<file path="src/design/hpq_pkg.sv">
package hpq_pkg;

	localparam int DEPTH  = 64;
	localparam int IDX_W  = $clog2(DEPTH);
	localparam int CNT_W  = $clog2(DEPTH + 1);
	localparam int CHILD_W = IDX_W + 1;

	typedef logic signed [31:0] val_t;
	typedef logic [IDX_W-1:0]   idx_t;
	typedef logic [CNT_W-1:0]   cnt_t;

	localparam val_t NEG_ONE = -32'sd1;

	localparam logic REQ_INSERT  = 1'b0;
	localparam logic REQ_EXTRACT = 1'b1;

	typedef enum logic [1:0] {
		ST_OK    = 2'd0,
		ST_EMPTY = 2'd1,
		ST_FULL  = 2'd2
	} status_t;

	typedef enum logic [3:0] {
		S_IDLE,
		S_UP_CHK,
		S_UP_CMP,
		S_EX_RD,
		S_EX_LAST,
		S_DN_L,
		S_DN_R,
		S_DN_CMP,
		S_DONE
	} state_t;

	typedef struct packed {
		logic req_type;
		val_t value;
	} req_t;

	typedef struct packed {
		val_t        extracted;
		logic [1:0]  status;
		val_t        top_value;
		cnt_t        occupancy;
	} rsp_t;

	typedef struct packed {
		logic we;
		idx_t waddr;
		val_t wdata;
		idx_t raddr;
	} mem_req_t;

	function automatic logic val_gt(input val_t a, input val_t b);
		return a > b;
	endfunction

endpackage

</file>
<file path="src/design/hpq_ram.sv">
module hpq_ram
	import hpq_pkg::*;
(
	input  logic     clk,
	input  mem_req_t mem,
	output val_t     rdata
);

	val_t store_q [DEPTH];
	val_t rdata_q;

	always_ff @(posedge clk) begin
		if (mem.we) begin
			store_q[mem.waddr] <= mem.wdata;
		end
		rdata_q <= store_q[mem.raddr];
	end

	assign rdata = rdata_q;

endmodule

</file>
<file path="src/design/hpq_seq.sv">
module hpq_seq
	import hpq_pkg::*;
(
	input  logic     clk,
	input  logic     arst_n,
	input  logic     start,
	input  req_t     req,
	input  val_t     rdata,
	output mem_req_t mem,
	output logic     busy,
	output logic     done,
	output rsp_t     result
);

	state_t  state_q, state_d;
	cnt_t    count_q, count_d;
	idx_t    idx_q, idx_d;
	val_t    val_q, val_d;
	val_t    best_q, best_d;
	logic    bleft_q, bleft_d;
	val_t    ext_q, ext_d;
	status_t status_q, status_d;
	val_t    root_q;

	idx_t                 parent;
	logic [CHILD_W-1:0]   left, right, n_ext;
	val_t                 cmp_a, cmp_b;
	logic                 gt;

	always_comb begin
		parent = idx_t'((idx_q - idx_t'(1)) >> 1);
		left   = {idx_q, 1'b1};
		right  = {idx_q, 1'b0} + CHILD_W'(2);
		n_ext  = CHILD_W'(count_q);
	end

	// single shared signed compare
	always_comb begin
		if (state_q == S_UP_CMP) begin
			cmp_a = val_q;
			cmp_b = rdata;
		end else if (state_q == S_DN_CMP) begin
			cmp_a = rdata;
			cmp_b = best_q;
		end else begin
			cmp_a = rdata;
			cmp_b = val_q;
		end
		gt = val_gt(cmp_a, cmp_b);
	end

	always_comb begin
		state_d   = state_q;
		count_d   = count_q;
		idx_d     = idx_q;
		val_d     = val_q;
		best_d    = best_q;
		bleft_d   = bleft_q;
		ext_d     = ext_q;
		status_d  = status_q;
		mem.we    = 1'b0;
		mem.waddr = idx_q;
		mem.wdata = val_q;
		mem.raddr = idx_q;
		case (state_q)
			S_IDLE: begin
				if (start) begin
					ext_d    = NEG_ONE;
					status_d = ST_OK;
					if (req.req_type == REQ_INSERT) begin
						if (count_q == cnt_t'(DEPTH)) begin
							status_d = ST_FULL;
							state_d  = S_DONE;
						end else begin
							idx_d   = count_q[IDX_W-1:0];
							val_d   = req.value;
							count_d = count_q + cnt_t'(1);
							state_d = S_UP_CHK;
						end
					end else begin
						if (count_q == '0) begin
							status_d = ST_EMPTY;
							state_d  = S_DONE;
						end else begin
							ext_d   = root_q;
							count_d = count_q - cnt_t'(1);
							state_d = (count_q == cnt_t'(1)) ? S_DONE : S_EX_RD;
						end
					end
				end
			end
			S_UP_CHK: begin
				if (idx_q == '0) begin
					mem.we  = 1'b1;
					state_d = S_DONE;
				end else begin
					mem.raddr = parent;
					state_d   = S_UP_CMP;
				end
			end
			S_UP_CMP: begin
				mem.we = 1'b1;
				if (gt) begin
					// parent moves down into the hole
					mem.wdata = rdata;
					idx_d     = parent;
					state_d   = S_UP_CHK;
				end else begin
					state_d = S_DONE;
				end
			end
			S_EX_RD: begin
				mem.raddr = count_q[IDX_W-1:0];
				state_d   = S_EX_LAST;
			end
			S_EX_LAST: begin
				val_d   = rdata;
				idx_d   = '0;
				state_d = S_DN_L;
			end
			S_DN_L: begin
				if (left < n_ext) begin
					mem.raddr = left[IDX_W-1:0];
					state_d   = S_DN_R;
				end else begin
					mem.we  = 1'b1;
					state_d = S_DONE;
				end
			end
			S_DN_R: begin
				best_d  = gt ? rdata : val_q;
				bleft_d = gt;
				if (right < n_ext) begin
					mem.raddr = right[IDX_W-1:0];
					state_d   = S_DN_CMP;
				end else if (gt) begin
					mem.we    = 1'b1;
					mem.wdata = rdata;
					idx_d     = left[IDX_W-1:0];
					state_d   = S_DN_L;
				end else begin
					mem.we  = 1'b1;
					state_d = S_DONE;
				end
			end
			S_DN_CMP: begin
				mem.we = 1'b1;
				if (gt) begin
					mem.wdata = rdata;
					idx_d     = right[IDX_W-1:0];
					state_d   = S_DN_L;
				end else if (bleft_q) begin
					mem.wdata = best_q;
					idx_d     = left[IDX_W-1:0];
					state_d   = S_DN_L;
				end else begin
					state_d = S_DONE;
				end
			end
			S_DONE: begin
				state_d = S_IDLE;
			end
			default: begin
				state_d = S_IDLE;
			end
		endcase
	end

	always_ff @(posedge clk or negedge arst_n) begin
		if (!arst_n) begin
			state_q <= S_IDLE;
			count_q <= '0;
		end else begin
			state_q <= state_d;
			count_q <= count_d;
		end
	end

	always_ff @(posedge clk) begin
		idx_q    <= idx_d;
		val_q    <= val_d;
		best_q   <= best_d;
		bleft_q  <= bleft_d;
		ext_q    <= ext_d;
		status_q <= status_d;
		// shadow of slot 0 for the top_value report
		if (mem.we && mem.waddr == '0) begin
			root_q <= mem.wdata;
		end
	end

	assign busy = (state_q != S_IDLE);
	assign done = (state_q == S_DONE);

	always_comb begin
		result.extracted = ext_q;
		result.status    = status_q;
		result.top_value = (count_q == '0) ? NEG_ONE : root_q;
		result.occupancy = count_q;
	end

endmodule

</file>
<file path="src/design/max_heap_priority_queue_core.sv">
// Binary max-heap priority queue of signed 32-bit values, DEPTH entries.
//
// Request: drive req (req_type, value) with start high; the word is taken
// at a rising edge where start is high and busy is low. busy stays high
// until the result has been shown.
// Result: result (extracted, status, top_value, occupancy) is valid for
// exactly one cycle while done is high; the receiver cannot stall it.
// Exactly one result per request.
//
// The work per request, from the accept cycle through the done cycle, is set by the
// one-read-port heap memory and the single shared compare, one level per pass:
//   insert : the new value climbs a level per pass until it stops below a parent or at the root
//   extract: the last element moves to the root and sinks a level per pass
//   empty extract, full insert, extract of the only element: straight to done
// One request is worked at a time; the next is taken the cycle after done.
//
// Reset (arst_n low) empties the queue at once; the store is not cleared,
// only slots below the count are ever read.
module max_heap_priority_queue_core
	import hpq_pkg::*;
(
	input  logic clk,
	input  logic arst_n,
	input  logic start,
	input  req_t req,
	output logic busy,
	output logic done,
	output rsp_t result
);

	mem_req_t mem;
	val_t     rdata;

	hpq_seq u_seq (
		.clk    (clk),
		.arst_n (arst_n),
		.start  (start),
		.req    (req),
		.rdata  (rdata),
		.mem    (mem),
		.busy   (busy),
		.done   (done),
		.result (result)
	);

	hpq_ram u_ram (
		.clk   (clk),
		.mem   (mem),
		.rdata (rdata)
	);

endmodule

</file>
<file path="config.mk">
export PLATFORM = sky130hd
export DESIGN_NAME = max_heap_priority_queue_core
export DESIGN_NICKNAME = d
export VERILOG_FILES = /design/src/design/hpq_pkg.sv /design/src/design/hpq_ram.sv /design/src/design/hpq_seq.sv /design/src/design/max_heap_priority_queue_core.sv
export SDC_FILE = /design/constraint.sdc
export NUM_CORES = 2
export LEC_CHECK = 0
export BUFFER_PORTS_ARGS = -buffer_cell sky130_fd_sc_hd__buf_2
export CORE_MARGIN = 4
export CORE_UTILIZATION = 45
export CTS_BUF_LIST = sky130_fd_sc_hd__clkbuf_4
export CTS_CLUSTER_SIZE = 28
export DETAILED_ROUTE_END_ITERATION = 10
export GPL_TIMING_DRIVEN = 0
export SLEW_MARGIN = 10
export SYNTH_ARGS = -nofsm -noshare
export SYNTH_HDL_FRONTEND = slang
export SYNTH_SLANG_ARGS = --single-unit
</file>
<file path="constraint.sdc">
create_clock -name clk -period 6.6 [get_ports clk]
set_input_delay 0.66 -clock clk [delete_from_list [all_inputs] [get_ports clk]]
set_output_delay 0.66 -clock clk [all_outputs]
set_load 0.005 [all_outputs]
</file>
==> results.json <==
{
  "status": "complete, no violations",
  "start_util_pct": 45.3,
  "ant_nets": 0,
  "grt_pass1_vias": 59500,
  "gp_congestion": 0.962,
  "synth_cell_type_count": 63,
  "cts_root_buf": "clkbuf_4",
  "synth_top_family_by_area": "simple AND/OR/NAND/NOR gates",
  "worstHoldEndpoint": "u_seq.val_q[27]",
  "drt-pass1-iter-count": 7,
  "ys_top_cells_by_area": "edfxtp_1 (72%), nand2_1 (6.6%), mux2i_1 (3.6%)",
  "clock_skew_ns": 0.135,
  "drt_iter0_drc": 8253,
  "netlist_area_um2": 90800,
  "cp.required_ns": 7.82,
  "worstPathArrival_ns": 7.78,
  "wl_per_cell_um": 27.7,
  "grt_overflow": 0,
  "hp-class": "input pin to flop",
  "cts-htree-levels": 6,
  "synth_ff_type": "edfxtp_1",
  "io_pins": 111,
  "synth_fa_ha_area_share_pct": 0.700,
  "finalMaxSlewViolations": 0,
  "pre_cts_ws_ns": -1.12,
  "cts_tree": "yes",
  "synth-xor-area-share_pct": 0.164,
  "setup_viol": 0,
  "grt_max_degree": 65,
  "dieHeight_um": 457,
  "die-area_um2": 209000,
  "reg2reg_slack_ns": 0.04,
  "vias": 61500,
  "yosys.area_share.simple_pct": 13.1,
  "crit_path_start_kind": "flop",
  "post-cts-setup-buffer-count": 0,
  "hold_viol_final": 0,
  "gr-usage-all-layers_pct": 27.1,
  "endpoint_kind": "flop",
  "synth_most_common_cell": "edfxtp_1",
  "synth_top_cell_by_area": "edfxtp_1",
  "syn_to_final_growth_pct": 17.2,
  "drv_cap": 0,
  "r2r-start": "u_seq.idx_q[3]",
  "synth_top_area_share_pct": 72.3,
  "grt_pass1_wl_mm": 411,
  "drive_gt1_share_pct": 21.3,
  "clk_transition_reported_paths_ns": 0.06,
  "clock_sinks": 2228,
  "fill_cells": 16900,
  "ys_seq_area_share_pct": 73.3,
  "setup_ws_ns": 0.0377,
  "synth_warnings": 0,
  "rsz0062_at_grt": "no",
  "synth-compound-area-share_pct": 5.48,
  "min_path_cells": 3,
  "syn_inst": 6563,
  "insertion_delay_ns": 1.45,
  "hpwl_mm": 201,
  "coreArea_um2": 200000,
  "avgSynthCellArea_um2": 13.8,
  "io_buffers": 110,
  "r2r-end": "u_ram.rdata[23]",
  "syn_nets": 6649,
  "antenna_found_initial": 32,
  "finalWirelength_mm": 290,
  "tightest_slew_ns": 1.32,
  "synth_common_cells": "edfxtp_1 (2185), nand2_1 (1599), nand3_1 (366)",
  "critPathMaxFanout": 10,
  "synth-edff-count": 2185,
  "relSlewSlack_pct": 11.7,
  "cts_made_buffers": 589,
  "max_freq_ghz": 0.152,
  "finalCriticalPeriod_ns": 6.56,
  "async_flop_share_pct": 0.494,
  "fp.dieW_um": 457,
  "reg2reg_depth": 16,
  "ys_ff_latch": 2228,
  "fin_crit_sh_pct": 99.4,
  "vias_per_cell": 5.87,
  "synthMuxAreaShare_pct": 5.17,
  "hp-start": "req[27]",
  "critPathKind": "flop to flop",
  "drc_errors": 0,
  "clockBufferDepth": 4,
  "num_rows": 164,
  "nets": 7525
}
per-layer routing:
layer	vias up	global-route usage, %	routed length, um
li1	26900	-	-
met2	3616	41.5	131000
met3	660	7.63	32100
met4	8	13.6	15000
met1	30300	35.7	112000
met5	-	0	53
layout by cell type (no fill, tap or decap), drive strengths merged, types with 14 or more instances in the layout:
master          n
nor4          105
o21ai          56
a311oi         65
nand2        1599
ha             50
or2            34
mux2          129
a22oi          66
mux2i         324
dlygate4sd3    52
a211o          31
clkbuf       1136
or3            39
edfxtp       2185
diode          15
buf           392
o32ai          65
dfxtp          32
and3          355
nand3         366
a31oi         227
nand4          14
a21oi          82
a32oi          64
inv            30
nor2           93
clkinv         86
state kept, by name (all words and copies together) (netlist names):
register,flops
u_seq.count_q,7
u_ram.store_q,2048
u_seq.ext_q,32
u_seq.idx_q,6
u_ram.rdata,32
u_seq.state_q,4
u_seq.bleft_q,1
u_seq.best_q,32
u_seq.root_q,32
u_seq.status_q,2
u_seq.val_q,32
critical path, cell delays in order (launching register included):
cell       delay (ns)
edfxtp_1         0.40
clkbuf_1         0.46
clkbuf_2         0.42
nand3_1          0.14
xnor2_1          0.20
ha_1             0.35
nand4_1          0.15
a21oi_1          0.42
nor4_1           0.15
a2111oi_4        0.44
nand2_1          0.50
clkbuf_4         0.48
clkbuf_1         0.44
and3_1           0.29
o32ai_1          0.70
nor4_1           0.23
nor4_2           0.57
final cells by class:
class	count	area, um2	share of cell area (%)
diodes	15	37.5	0.0353
plain buffers	444	1960	1.84
clock buffers	847	6360	5.98
clock inverters	104	559	0.526
inverters	19	71.3	0.0670
multi-input cells	3868	23800	22.4
flip-flops and latches	2228	66500	62.5
well taps	2656	3320	3.12
repair buffers	289	3770	3.54
cells by family after synthesis:
family | Yosys count
and+or+nand+nor | 2645
DFF | 2228
AOI/OAI and AO/OA | 702
buffers and inverters | 467
muxes | 453
adders and majority gates | 51
xor gates and xnor gates | 17
metrics by stage:
step	util, %	hold slack [ns]	instances	TNS, ns	area [um2]
4_1_cts	53.0	0.00853	10500	-0.127	106000
5_1_grt	53.1	0.0725	10500	0	106000
3_5_place_dp	49.1	0.516	9456	-1795.17	98300
3_3_place_gp	47.3	0.509	9329	-6462.55	94700
2_1_floorplan	-	0.364	6563	0	90800
6_report	53.1	0.136	10500	0	106000
worst max-delay path by stage:
stage                startpoint                   end  slack, ns  cells after the start
2_1_floorplan  u_seq.state_q[3]   u_ram.store_q[0][0]       0.94                     23
3_3_place_gp   u_seq.state_q[3]  u_ram.store_q[30][0]      -2.86                     21
3_5_place_dp     u_seq.idx_q[3]       u_ram.rdata[25]      -1.12                     17
4_1_cts          u_seq.idx_q[2]        u_ram.rdata[5]      -0.04                     20
5_1_grt          u_seq.idx_q[1]       u_ram.rdata[16]       0.02                     16
6_report         u_seq.idx_q[3]       u_ram.rdata[23]       0.04                     16
repair_timing:
item                                   4_1_cts  5_1_grt
endpoints found under the hold margin       63        0
pin swaps                                    0        1
setup endpoints to repair                 2150     2069
hold buffers                                52        0
gates resized for setup                     72      117
Power is left out: the tool's default activity adds up to more than one toggle a clock period on the data nets, which glitch-free logic cannot reach.
